## config.mk

```make
export PLATFORM = sky130hd
export DESIGN_NAME = ladder_button_peak_decoder_unit
export DESIGN_NICKNAME = d
export VERILOG_FILES = /design/src/rtl/core/lbpd_pkg.sv /design/src/rtl/core/lbpd_csr.sv /design/src/rtl/core/lbpd_classify.sv /design/src/rtl/core/lbpd_tracker.sv /design/src/rtl/core/ladder_button_peak_decoder_unit.sv
export SDC_FILE = /design/constraint.sdc
export NUM_CORES = 1
export LEC_CHECK = 0
export BUFFER_PORTS_ARGS = -buffer_cell sky130_fd_sc_hd__buf_2
export CORE_ASPECT_RATIO = 0.8
export CORE_MARGIN = 1
export CORE_UTILIZATION = 45
export CTS_CLUSTER_DIAMETER = 40
export DETAILED_ROUTE_END_ITERATION = 6
export SLEW_MARGIN = 20
export SYNTH_ARGS = -nofsm -noshare
export SYNTH_HDL_FRONTEND = slang
export SYNTH_SLANG_ARGS = --single-unit
```

## constraint.sdc

```tcl
create_clock -name clock -period 13 [get_ports clock]
set_input_delay 1.95 -clock clock [delete_from_list [all_inputs] [get_ports clock]]
set_output_delay 1.95 -clock clock [all_outputs]
set_load 0.03 [all_outputs]
```

## src/rtl/core/lbpd_pkg.sv

```systemverilog
// ----------------------------------------------------------------------------
// lbpd_pkg
// Shared types and constants of the ladder button peak decoder.
// ----------------------------------------------------------------------------
package lbpd_pkg;

   localparam int THR_BITS      = 10;
   localparam int WIN_BITS      = 16;
   localparam int TIME_BITS     = 32;
   localparam int BAND_BITS     = 20;
   localparam int BAND_COUNT    = 7;
   localparam int CSR_IDX_BITS  = 3;
   localparam int CSR_DATA_BITS = 64;
   localparam int RSP_BITS      = 8;

   localparam logic [THR_BITS-1:0] THR_RESET = 10'd50;
   localparam logic [WIN_BITS-1:0] WIN_RESET = 16'd50;

   typedef enum logic [CSR_IDX_BITS-1:0] {
      CSR_GROUND_THR   = 3'd0,
      CSR_SEARCH_WIN   = 3'd1,
      CSR_BANDS_SINGLE = 3'd2,
      CSR_BANDS_PAIRS  = 3'd3,
      CSR_BAND_TRIPLE  = 3'd4
   } csr_index_type;

   typedef enum logic [2:0] {
      BTN_NONE = 3'd0,
      BTN_A    = 3'd1,
      BTN_B    = 3'd2,
      BTN_C    = 3'd3,
      BTN_AB   = 3'd4,
      BTN_AC   = 3'd5,
      BTN_BC   = 3'd6,
      BTN_ABC  = 3'd7
   } button_type;

   // low in the lower bits, span above it
   typedef struct packed {
      logic [THR_BITS-1:0] span;
      logic [THR_BITS-1:0] low;
   } band_type;

   // bands[0..2] = A, B, C; bands[3..5] = AB, AC, BC; bands[6] = ABC
   typedef struct packed {
      band_type [BAND_COUNT-1:0] bands;
      logic [WIN_BITS-1:0]       window;
      logic [THR_BITS-1:0]       ground_thr;
   } cfg_type;

   typedef struct packed {
      button_type button;
      logic       pressed;
      logic       unexpected;
   } result_type;

endpackage

```

## src/rtl/core/lbpd_csr.sv

```systemverilog
// ----------------------------------------------------------------------------
// lbpd_csr
// Configuration registers: threshold, search window and seven level bands.
// ----------------------------------------------------------------------------
module lbpd_csr (
   input  logic                                  clock,
   input  logic                                  reset,
   input  logic                                  wr_en,
   input  logic [lbpd_pkg::CSR_IDX_BITS-1:0]     wr_index,
   input  logic [lbpd_pkg::CSR_DATA_BITS-1:0]    wr_data,
   output lbpd_pkg::cfg_type                     cfg
);
   import lbpd_pkg::*;

   cfg_type cfg_ff;
   cfg_type cfg_in;

   always_comb begin
      cfg_in = cfg_ff;
      if (wr_en) begin
         unique case (csr_index_type'(wr_index))
            CSR_GROUND_THR:   cfg_in.ground_thr  = wr_data[THR_BITS-1:0];
            CSR_SEARCH_WIN:   cfg_in.window      = wr_data[WIN_BITS-1:0];
            CSR_BANDS_SINGLE: cfg_in.bands[2:0]  = wr_data[3*BAND_BITS-1:0];
            CSR_BANDS_PAIRS:  cfg_in.bands[5:3]  = wr_data[3*BAND_BITS-1:0];
            CSR_BAND_TRIPLE:  cfg_in.bands[6]    = wr_data[BAND_BITS-1:0];
            default:          cfg_in = cfg_ff;
         endcase
      end
   end

   always_ff @(posedge clock) begin
      if (reset) begin
         cfg_ff.ground_thr <= THR_RESET;
         cfg_ff.window     <= WIN_RESET;
         cfg_ff.bands      <= '0;
      end else begin
         cfg_ff <= cfg_in;
      end
   end

   assign cfg = cfg_ff;

endmodule

```

## src/rtl/core/lbpd_classify.sv

```systemverilog
// ----------------------------------------------------------------------------
// lbpd_classify
// Match a peak level against the seven bands, first band in order wins.
// ----------------------------------------------------------------------------
module lbpd_classify #(
   parameter int LEVEL_BITS = 10
) (
   input  logic [LEVEL_BITS-1:0]                       level,
   input  lbpd_pkg::band_type [lbpd_pkg::BAND_COUNT-1:0] bands,
   output lbpd_pkg::button_type                        button
);
   import lbpd_pkg::*;

   logic [LEVEL_BITS-1:0] low_ext  [BAND_COUNT];
   logic [LEVEL_BITS-1:0] span_ext [BAND_COUNT];
   logic [LEVEL_BITS-1:0] diff     [BAND_COUNT];
   logic [BAND_COUNT-1:0] hit;

   always_comb begin
      for (int i = 0; i < BAND_COUNT; i++) begin
         low_ext[i]  = LEVEL_BITS'(bands[i].low);
         span_ext[i] = LEVEL_BITS'(bands[i].span);
         diff[i]     = level - low_ext[i];
         hit[i]      = (level >= low_ext[i]) && (diff[i] <= span_ext[i]);
      end
   end

   always_comb begin
      priority if (hit[0]) button = BTN_A;
      else if (hit[1])     button = BTN_B;
      else if (hit[2])     button = BTN_C;
      else if (hit[3])     button = BTN_AB;
      else if (hit[4])     button = BTN_AC;
      else if (hit[5])     button = BTN_BC;
      else if (hit[6])     button = BTN_ABC;
      else                 button = BTN_NONE;
   end

endmodule

```

## src/rtl/core/lbpd_tracker.sv

```systemverilog
// ----------------------------------------------------------------------------
// lbpd_tracker
// Press state, peak hold over the search window and the one-shot decision.
// ----------------------------------------------------------------------------
module lbpd_tracker #(
   parameter int SAMPLE_BITS = 10
) (
   input  logic                             clock,
   input  logic                             reset,
   input  logic                             step,
   input  logic [SAMPLE_BITS-1:0]           sample,
   input  logic [lbpd_pkg::TIME_BITS-1:0]   now_ms,
   input  lbpd_pkg::cfg_type                cfg,
   output lbpd_pkg::result_type             result
);
   import lbpd_pkg::*;

   localparam int LEVEL_BITS = (SAMPLE_BITS > THR_BITS) ? SAMPLE_BITS : THR_BITS;

   logic                   pressed_last_ff, pressed_last_in;
   logic [TIME_BITS-1:0]   press_start_ff, press_start_in;
   logic [SAMPLE_BITS-1:0] peak_ff, peak_in;
   logic                   decided_ff, decided_in;

   logic                   hit;
   logic                   new_press;
   logic [TIME_BITS-1:0]   elapsed;
   logic [TIME_BITS-1:0]   window_ext;
   logic                   in_window;
   logic                   decide;
   button_type             code;

   always_comb begin
      hit        = LEVEL_BITS'(sample) > LEVEL_BITS'(cfg.ground_thr);
      new_press  = hit && !pressed_last_ff;
      press_start_in  = new_press ? now_ms : press_start_ff;
      pressed_last_in = hit;
      elapsed    = now_ms - press_start_in;
      window_ext = TIME_BITS'(cfg.window);
      in_window  = elapsed < window_ext;

      peak_in = peak_ff;
      if (hit) begin
         if (in_window && (sample > peak_ff)) begin
            peak_in = sample;
         end
      end else if (pressed_last_ff) begin
         // release drops the held peak
         peak_in = '0;
      end

      decide     = !(decided_ff && !new_press) && (elapsed > window_ext);
      decided_in = (decided_ff && !new_press) || decide;

      result.button     = decide ? code : BTN_NONE;
      result.pressed    = decide && (code != BTN_NONE);
      result.unexpected = decide && (code == BTN_NONE);
   end

   lbpd_classify #(
      .LEVEL_BITS (LEVEL_BITS)
   ) u_classify (
      .level  (LEVEL_BITS'(peak_in)),
      .bands  (cfg.bands),
      .button (code)
   );

   always_ff @(posedge clock) begin
      if (reset) begin
         pressed_last_ff <= 1'b0;
         press_start_ff  <= '0;
         peak_ff         <= '0;
         decided_ff      <= 1'b1;
      end else if (step) begin
         pressed_last_ff <= pressed_last_in;
         press_start_ff  <= press_start_in;
         peak_ff         <= peak_in;
         decided_ff      <= decided_in;
      end
   end

endmodule

```

## src/rtl/core/ladder_button_peak_decoder_unit.sv

```systemverilog
// ----------------------------------------------------------------------------
// ladder_button_peak_decoder_unit
// Resistor-ladder keypad decoder with peak hold and band classification.
// ----------------------------------------------------------------------------
// Usage:
//   req_* carries one poll beat: an ADC sample of the ladder line and the
//   current millisecond time. rsp_* returns exactly one result beat per
//   poll, in order: button code, a pressed flag and an unexpected-level flag.
//   All fields are zero for a poll that makes no decision.
//   csr_* writes one configuration register per beat (index, data); write
//   only while no poll is in flight. csr_ready is always high.
// Timing:
//   A poll is held in the input register, is evaluated against the
//   press state and lands in the result register, which drives rsp_tvalid.
//   One poll per cycle is sustained while rsp_tready stays high; the press
//   state update and seven band compares fit in that single stage.
// Reset:
//   Synchronous, active high. Clears the valid flags of both pipeline registers,
//   the press state (no press, nothing pending) and loads the register defaults.
// Backpressure:
//   While rsp_tready is low the result holds, the input register holds
//   behind it and req_tready drops once both are full.
// ----------------------------------------------------------------------------
module ladder_button_peak_decoder_unit #(
   parameter int SAMPLE_BITS = 10
) (
   input  logic                                 clock,
   input  logic                                 reset,
   input  logic                                 req_tvalid,
   output logic                                 req_tready,
   // [SAMPLE_BITS-1:0] sample, [SAMPLE_BITS+31:SAMPLE_BITS] now_ms, zero pad
   input  logic [((SAMPLE_BITS+32+7)/8)*8-1:0]  req_tdata,
   output logic                                 rsp_tvalid,
   input  logic                                 rsp_tready,
   // [2:0] button, [3] pressed, [4] unexpected_level, [7:5] zero
   output logic [lbpd_pkg::RSP_BITS-1:0]        rsp_tdata,
   input  logic                                 csr_valid,
   output logic                                 csr_ready,
   input  logic [lbpd_pkg::CSR_IDX_BITS-1:0]    csr_index,
   input  logic [lbpd_pkg::CSR_DATA_BITS-1:0]   csr_data
);
   import lbpd_pkg::*;

   cfg_type    cfg;
   result_type result;

   logic                   s1_valid_ff, s1_valid_in;
   logic [SAMPLE_BITS-1:0] sample_ff, sample_in;
   logic [TIME_BITS-1:0]   now_ff, now_in;
   logic                   rsp_valid_ff, rsp_valid_in;
   result_type             rsp_ff, rsp_in;
   logic                   advance;
   logic                   req_take;

   assign csr_ready = 1'b1;

   lbpd_csr u_csr (
      .clock    (clock),
      .reset    (reset),
      .wr_en    (csr_valid && csr_ready),
      .wr_index (csr_index),
      .wr_data  (csr_data),
      .cfg      (cfg)
   );

   lbpd_tracker #(
      .SAMPLE_BITS (SAMPLE_BITS)
   ) u_tracker (
      .clock  (clock),
      .reset  (reset),
      .step   (advance),
      .sample (sample_ff),
      .now_ms (now_ff),
      .cfg    (cfg),
      .result (result)
   );

   always_comb begin
      advance    = s1_valid_ff && (!rsp_valid_ff || rsp_tready);
      req_tready = !s1_valid_ff || advance;
      req_take   = req_tvalid && req_tready;

      s1_valid_in = req_take || (s1_valid_ff && !advance);
      sample_in   = req_take ? req_tdata[SAMPLE_BITS-1:0] : sample_ff;
      now_in      = req_take ? req_tdata[SAMPLE_BITS+TIME_BITS-1:SAMPLE_BITS] : now_ff;

      // hold the result until taken
      rsp_valid_in = advance || (rsp_valid_ff && !rsp_tready);
      rsp_in       = advance ? result : rsp_ff;
   end

   always_ff @(posedge clock) begin
      if (reset) begin
         s1_valid_ff  <= 1'b0;
         rsp_valid_ff <= 1'b0;
      end else begin
         s1_valid_ff  <= s1_valid_in;
         rsp_valid_ff <= rsp_valid_in;
      end
   end

   always_ff @(posedge clock) begin
      sample_ff <= sample_in;
      now_ff    <= now_in;
      rsp_ff    <= rsp_in;
   end

   assign rsp_tvalid = rsp_valid_ff;
   assign rsp_tdata  = {3'b000, rsp_ff.unexpected, rsp_ff.pressed, rsp_ff.button};

   a_flags_exclusive: assert property (@(posedge clock) disable iff (reset)
      rsp_valid_ff |-> !(rsp_ff.pressed && rsp_ff.unexpected))
      else $error("pressed and unexpected set together");

   a_pressed_has_button: assert property (@(posedge clock) disable iff (reset)
      (rsp_valid_ff && rsp_ff.pressed) |-> (rsp_ff.button != BTN_NONE))
      else $error("pressed without a button code");

   a_unexpected_no_button: assert property (@(posedge clock) disable iff (reset)
      (rsp_valid_ff && rsp_ff.unexpected) |-> (rsp_ff.button == BTN_NONE))
      else $error("unexpected level with a button code");

   a_input_holds: assert property (@(posedge clock) disable iff (reset)
      (s1_valid_ff && !advance) |=> (s1_valid_ff && $stable(now_ff) && $stable(sample_ff)))
      else $error("stalled poll lost from input register");

endmodule

```

Yosys cells after proc, flatten, opt, wreduce, memory -nomap -nowiden
Index checks and enable logic that the tools add are counted.
{"block": "word_totals", "register_bits": 259, "word_cells": 105, "output_inout_bits": 11}
{"block": "op_classes", "n_mux": 11, "n_reduce_logical": 37, "n_addsub": 8, "n_eq_ne": 4, "order_cmp": 18}
{"op": "10-bit greater-or-equal comparator", "n": 7}
{"op": "10-bit less-or-equal comparator", "n": 7}
{"op": "10-bit subtractor", "n": 7}
{"op": "32-bit by 16-bit greater-than comparator with 1-bit output", "n": 1}
{"op": "32-bit by 16-bit less-than comparator with 1-bit output", "n": 1}
{"op": "32-bit two-way mux", "n": 1}
{"op": "32-bit subtractor", "n": 1}
{"op": "10-bit two-way mux", "n": 3}
{"op": "3-bit two-way mux", "n": 7}
{"op": "10-bit greater-than comparator", "n": 2}
{"op": "1-bit logical AND", "n": 17}
{"op": "2-bit AND reduction", "n": 5}
{"op": "1-bit zero test", "n": 7}
{"op": "3-bit by 2-bit equality test with 1-bit output, second input constant", "n": 2}
{"op": "3-bit zero test", "n": 2}
{"op": "1-bit logical OR", "n": 5}
{"op": "3-bit by 1-bit equality test with 1-bit output, second input constant", "n": 1}
{"op": "3-bit equality test, second input constant", "n": 1}
{"op": "3-bit nonzero test", "n": 1}

Logic depth before layout (Yosys ltp)
{"block": "logic_depth", "ltp_word": 20, "depth_mapped": 53, "ltp_nobuf": 51}

Modules after synthesis
From an unflattened synthesis, not the netlist that was laid out.
{"block": "hier_totals", "cells_unflattened": 2098, "area_unflattened_um2": 18547.8}
{"mod": "lbpd_csr", "cells_per_inst": 613, "instances": 1, "area_each_um2": 6696.4}
{"mod": "lbpd_tracker", "cells_per_inst": 709, "instances": 1, "area_each_um2": 5317.6}
{"mod": "lbpd_classify", "cells_per_inst": 713, "instances": 1, "area_each_um2": 4981.0}
{"mod": "ladder_button_peak_decoder_unit", "cells_per_inst": 63, "instances": 1, "area_each_um2": 1552.7}

Worst setup path after synthesis
No wires, ideal clock.
{"block": "synth_timing", "path_type": "register to register", "from": "register sample_ff[8]", "to": "register rsp_ff, in the netlist rsp_tdata[0], data pin", "arrival_time_ps": 10063, "setup_time_ps": 258, "path_stages_with_launch": 51, "setup_slack_ps": 2679, "period_less_slack_ps": 10321, "required_ps": 12742, "path_cell_list": "edfxtp_1 ha_1 o21ai_0 o211a_1 or3_4 nor2_2 buf_2 buf_1 mux2i_1 ha_1 a21o_1 o31ai_2 a21oi_1 a21oi_1 o21ai_0 maj3_1 a21oi_1 xnor2_1 [... 15 more ...] and2_1 o21ai_0 nand2b_1 a21o_1 a21o_1 a21o_1 a21oi_1 xnor2_1 ha_1 nand4_1 nor3_1 a2111oi_0 a31oi_1 a221oi_1 nor2_1 o21bai_1 a21bo_2 a21oi_1"}
{"block": "synth_via", "elab_chain_len": 18, "elab_cells_between_ends": 49, "classes_between": "add/sub (8); order compare (18); mux (10); reduce/logical (13)"}
{"element": "start, declared", "line": "ladder_button_peak_decoder_unit.sv:48", "text": "logic [SAMPLE_BITS-1:0] sample_ff, sample_in;"}
{"element": "start signal, assigned", "line": "ladder_button_peak_decoder_unit.sv:103", "text": "sample_ff <= sample_in;"}
{"element": "10-bit greater-than comparator", "line": "lbpd_tracker.sv:34", "text": "hit = LEVEL_BITS'(sample) > LEVEL_BITS'(cfg.ground_thr);"}
{"element": "1-bit logical AND", "line": "lbpd_tracker.sv:35", "text": "new_press = hit && !pressed_last_ff;"}
{"element": "32-bit two-way mux", "line": "lbpd_tracker.sv:36", "text": "press_start_in = new_press ? now_ms : press_start_ff;"}
{"element": "32-bit subtractor", "line": "lbpd_tracker.sv:38", "text": "elapsed = now_ms - press_start_in;"}
{"element": "32-bit by 16-bit less-than comparator with 1-bit output", "line": "lbpd_tracker.sv:40", "text": "in_window = elapsed < window_ext;"}
{"element": "1-bit logical AND", "line": "lbpd_tracker.sv:44", "text": "if (in_window && (sample > peak_ff)) begin"}
{"element": "10-bit two-way mux", "line": "lbpd_tracker.sv:44"}
{"element": "10-bit two-way mux (*)", "line": "lbpd_tracker.sv:43", "text": "if (hit) begin"}
{"element": "named net u_tracker.peak_in[1]", "line": "lbpd_tracker.sv:22", "text": "logic [SAMPLE_BITS-1:0] peak_ff, peak_in;"}
{"element": "[... 2 more ...]"}
{"element": "1-bit logical AND", "line": "lbpd_classify.sv:24", "text": "hit[i] = (level >= low_ext[i]) && (diff[i] <= span_ext[i]);"}
{"element": "3-bit two-way mux", "line": "lbpd_classify.sv:35", "text": "else if (hit[6]) button = BTN_ABC;"}
{"element": "3-bit two-way mux", "line": "lbpd_classify.sv:34", "text": "else if (hit[5]) button = BTN_BC;"}
{"element": "3-bit two-way mux", "line": "lbpd_classify.sv:33", "text": "else if (hit[4]) button = BTN_AC;"}
{"element": "3-bit two-way mux", "line": "lbpd_classify.sv:32", "text": "else if (hit[3]) button = BTN_AB;"}
{"element": "3-bit two-way mux", "line": "lbpd_classify.sv:31", "text": "else if (hit[2]) button = BTN_C;"}
{"element": "3-bit two-way mux", "line": "lbpd_classify.sv:30", "text": "else if (hit[1]) button = BTN_B;"}
{"element": "3-bit two-way mux (*)", "line": "lbpd_classify.sv:29", "text": "priority if (hit[0]) button = BTN_A;"}
{"element": "end signal, assigned", "line": "ladder_button_peak_decoder_unit.sv:105", "text": "rsp_ff <= rsp_in;"}
{"element": "end, declared", "line": "ladder_button_peak_decoder_unit.sv:51", "text": "result_type rsp_ff, rsp_in;"}
Mark *: on every way through the listed nets, which the timed path passes. The rest lies on a longest branch.
A chain may end at the register's enable or synchronous reset.

Worst setup path in the final report
{"block": "layout_timing", "from": "register sample_ff[7]", "to": "register rsp_ff, in the netlist rsp_tdata[0], data pin"}
Same word-level chain as after synthesis.

==> impl_metrics.py <==
metrics = {
    "drt": {
        "via_count": 14977,
        "routed_wl_mm": 47.23,
        "firstDrtPassIters": 7,
        "drtIter0Drc": 1036,
        "viasPerCell": 5.484,
        "drc": 6,
        "avgRoutedWirePerCell_um": 17.29,
        "ant_nets": 0,
    },
    "clock_tree": {
        "clock_latency_ns": 0.54,
        "cts_root_buffer": "clkbuf_16",
        "postCtsSetupBuffers": 0,
        "clk_path_buf_depth": 3,
        "h-tree-depth": 2,
        "cts_resized": 0,
        "cts-hold-fix-buffers": 0,
        "clk_pin_slew_ns": 0.06,
        "cts.sinks": 259,
        "cts-buffers-inserted": 39,
        "cts_tree": "built",
    },
    "yosys": {
        "synth_top_area_frac": 0.2473,
        "avgSynthCellArea_um2": 8.026,
        "ys_seq_area_frac": 0.3296,
        "ys_ff_latch": 259,
        "ys_warn_count": 0,
        "ys_top_cells_by_area": "dfxtp_1 25%, ha_1 15%, nand2_1 8.5%",
        "synth_flop_cell": "dfxtp_1",
        "synth-edff-count": 47,
        "syn_inst": 2138,
        "syn-cell-area_um2": 17160,
        "synth_cell_types": 87,
        "postSynth.asyncResetShare": 0,
        "synth_area_leader_cell": "dfxtp_1",
    },
    "grt": {
        "grt_pass1_vias": 13974,
        "grt_pass1_wl_mm": 74.61,
        "grt_overflow": 0,
        "grt_max_degree": 134,
        "grt_usage": 0.2438,
        "antenna_found_initial": 0,
    },
    "outcome": {
        "failed_checks": "DRC",
        "status": "finished with violations",
    },
    "worst_setup_path": {
        "start_kind": "flop",
        "critPathRequiredTime_ns": 13.39,
        "worstReg2RegEnd": "rsp_tdata[0]",
        "path_buf_inv": 2,
        "arrival_ns": 12.18,
        "slowest_delay_ns": 0.77,
        "cp-end-kind": "flop",
        "cp_top_family": "compound AO/OA/AOI/OAI gates",
        "path_common_cell": "a21oi_1",
        "reg2reg_slack_ns": 1.21,
        "crit_type": "flop to flop",
        "crit_slowest_cell": "a2111oi_0",
        "reg2reg_from": "sample_ff[7]",
        "worstRegToRegCells": 48,
        "cp_max_fo": 22,
    },
    "floorplanning": {
        "die_h_um": 176.7,
        "fp-row-count": 63,
        "die_x_um": 220.3,
        "ios": 131,
        "initial_utilization": 0.4602,
        "dieArea_um2": 38920,
        "core-area_um2": 37280,
    },
    "sta": {
        "rsz0062_at_grt": "false",
        "tns_ns": 0,
        "tightest_slew_ns": 1.070,
        "period_needed_ns": 11.79,
        "drv_slew": 0,
        "timing_hold_violations_final": 0,
        "fmax_ghz": 0.08479,
        "skew_ns": 0.01274,
        "slew_headroom": 0.2866,
        "setup_ws_ns": 1.206,
        "fin_hold_ws_ns": 0.4519,
        "final-setup-viol-count": 0,
        "period_share": 0.9072,
    },
    "placed_design": {
        "gp_congestion": 0.9007,
        "dpl_cell_area_um2": 18080,
        "place_ws_ns": 1.318,
        "io_buffers": 116,
        "dp_hpwl_mm": 34.08,
    },
    "job": {
        "maxCapViolations": 0,
    },
    "min_path": {
        "holdPathEnd": "u_csr.cfg[101]",
        "whs_path_depth": 2,
        "hp-class": "flop to flop",
        "min_from": "u_csr.cfg[101]",
    },
    "power": {
        "peakVddDrop_mv": 0.08242,
        "powerDensity_nw_per_um2": 129.1,
        "power_mw": 2.499,
        "leakage_nw": 7.788,
    },
    "layout": {
        "stdcell_area_um2": 19350,
        "finish.net_count": 2547,
        "multi_input_area_um2": 10370,
        "regArea_um2": 5655,
        "drive_gt1_frac": 0.09893,
        "diodes": 0,
        "area_delta_synth_final_pct": 12.77,
        "fill_cells": 3643,
    },
}
==> cell type report <==
type                            count  share of cell area
Clock buffer                       46             0.05503
Clock inverter                     24             0.01054
Inverter                          209             0.04054
Multi-Input combinational cell   1580              0.5359
Sequential cell                   259              0.2923
Tap cell                          487             0.03149
Timing Repair Buffer              126             0.03421
==> per-layer routing <==
metal | part of all wire | up-vias | track usage | routed length, µm
met3 | 0.055 | 65 | 0.03866 | 2615
met1 | 0.52 | 6990 | 0.3715 | 24600
li1 | - | 7562 | - | -
met5 | 0 | - | 0 | 0
met4 | 0.017 | 0 | 0.05460 | 823
met2 | 0.41 | 360 | 0.3550 | 19190
==> Yosys cell counts, types with 4 or more instances <==
library cell / instances
clkbuf_1: 72
a21oi_1: 254
o21ai_1: 8
a21o_1: 59
o31ai_1: 4
o21a_1: 16
nor3_1: 31
nand2b_1: 28
buf_2: 9
fa_1: 8
a211oi_1: 37
xor2_1: 31
nand3b_1: 5
xnor2_1: 36
and2_1: 7
nand4_1: 38
and3_1: 9
nor2b_1: 43
nand3_1: 15
or4_1: 5
a22o_1: 10
edfxtp_1: 47
and4b_1: 10
a22oi_1: 4
buf_1: 4
mux2i_1: 29
a31oi_1: 8
nor2_1: 110
buf_4: 4
o21ai_0: 67
dfxtp_1: 212
o211ai_1: 6
ha_1: 204
nand2_1: 390
o21bai_1: 8
a21boi_0: 8
inv_1: 208
a211o_1: 16
o2111ai_1: 5
==> layout by cell type, fill, tap and decap left out, types with 5 or more instances in the layout <==
master / synthesis / final
and4b_1: 10 / 10
o21bai_1: 8 / 8
xnor2_1: 36 / 36
nand2_1: 390 / 390
a211o_1: 16 / 16
or4_1: 5 / 5
inv_1: 208 / 208
buf_2: 9 / 115
a211oi_1: 37 / 37
clkbuf_16: 0 / 41
nand4_1: 38 / 38
nor3_1: 31 / 31
o21ai_1: 8 / 8
o21ai_0: 67 / 67
edfxtp_1: 47 / 47
a21o_1: 59 / 59
and3_1: 9 / 8
nand3b_1: 5 / 5
inv_6: 0 / 5
xor2_1: 31 / 31
mux2i_1: 29 / 29
clkinv_2: 0 / 9
nand2b_1: 28 / 28
fa_1: 8 / 8
buf_4: 4 / 10
dfxtp_1: 212 / 212
o21a_1: 16 / 16
nor2b_1: 43 / 42
and2_1: 7 / 6
ha_1: 204 / 204
nand3_1: 15 / 14
o211ai_1: 6 / 6
o2111ai_1: 5 / 5
a31oi_1: 8 / 8
nor2_1: 110 / 109
a21oi_1: 254 / 254
a22o_1: 10 / 10
a21boi_0: 8 / 8
==> registers in the layout (all words and copies together), names as in the netlist <==
name / count
sample_ff: 10
u_tracker.decided_ff: 1
rsp_tvalid: 1
u_tracker.pressed_last_ff: 1
rsp_tdata: 5
u_csr.cfg: 166
u_tracker.press_start_ff: 32
now_ff: 32
s1_valid_ff: 1
u_tracker.peak_ff: 10
==> how the worst max path moves through the flow <==
| stage | start | to | slack, ns | cells past startpoint |
|---|---|---|---|---|
| finish | sample_ff[7] | rsp_tdata[0] | 1.21 | 48 |
| global route | sample_ff[7] | rsp_tdata[2] | 0.28 | 49 |
| CTS | sample_ff[7] | rsp_tdata[0] | 1.23 | 48 |
| detailed placement | sample_ff[7] | rsp_tdata[0] | 1.32 | 48 |
| global placement | sample_ff[7] | rsp_tdata[0] | 1.40 | 48 |
| floorplan | sample_ff[8] | rsp_tdata[0] | 2.68 | 50 |
==> tightest hold or removal path: stages (launching register included) <==
cell	delay (ns)
dfxtp_1	0.30
nand2_1	0.05
a21oi_1	0.05
==> kinds of logic after synthesis <==
logic type | after synthesis | share of synthesized area
adders and majority gates | 214 | 0.1593
buffers and inverters | 301 | 0.06832
and+or+nand+nor | 711 | 0.1889
muxes | 31 | 0.01823
other | 2 | 0.0004377
AOI/OAI and AO/OA | 553 | 0.2010
DFF | 259 | 0.3296
xor gates and xnor gates | 67 | 0.03420
==> power by group <==
group / internal (mW) / switching (mW)
combinational: 0.246 / 0.365
clock: 0.615 / 0.407
sequential: 0.849 / 0.0181
==> per-stage QoR <==
stage          instances  utilization
2_1_floorplan       2140            -
3_3_place_gp        2661       0.4848
3_5_place_dp        2661       0.4849
4_1_cts             2731       0.5189
5_1_grt             2731       0.5190
6_report            2731       0.5190
No activity file was read; power rests on OpenSTA's default activity.
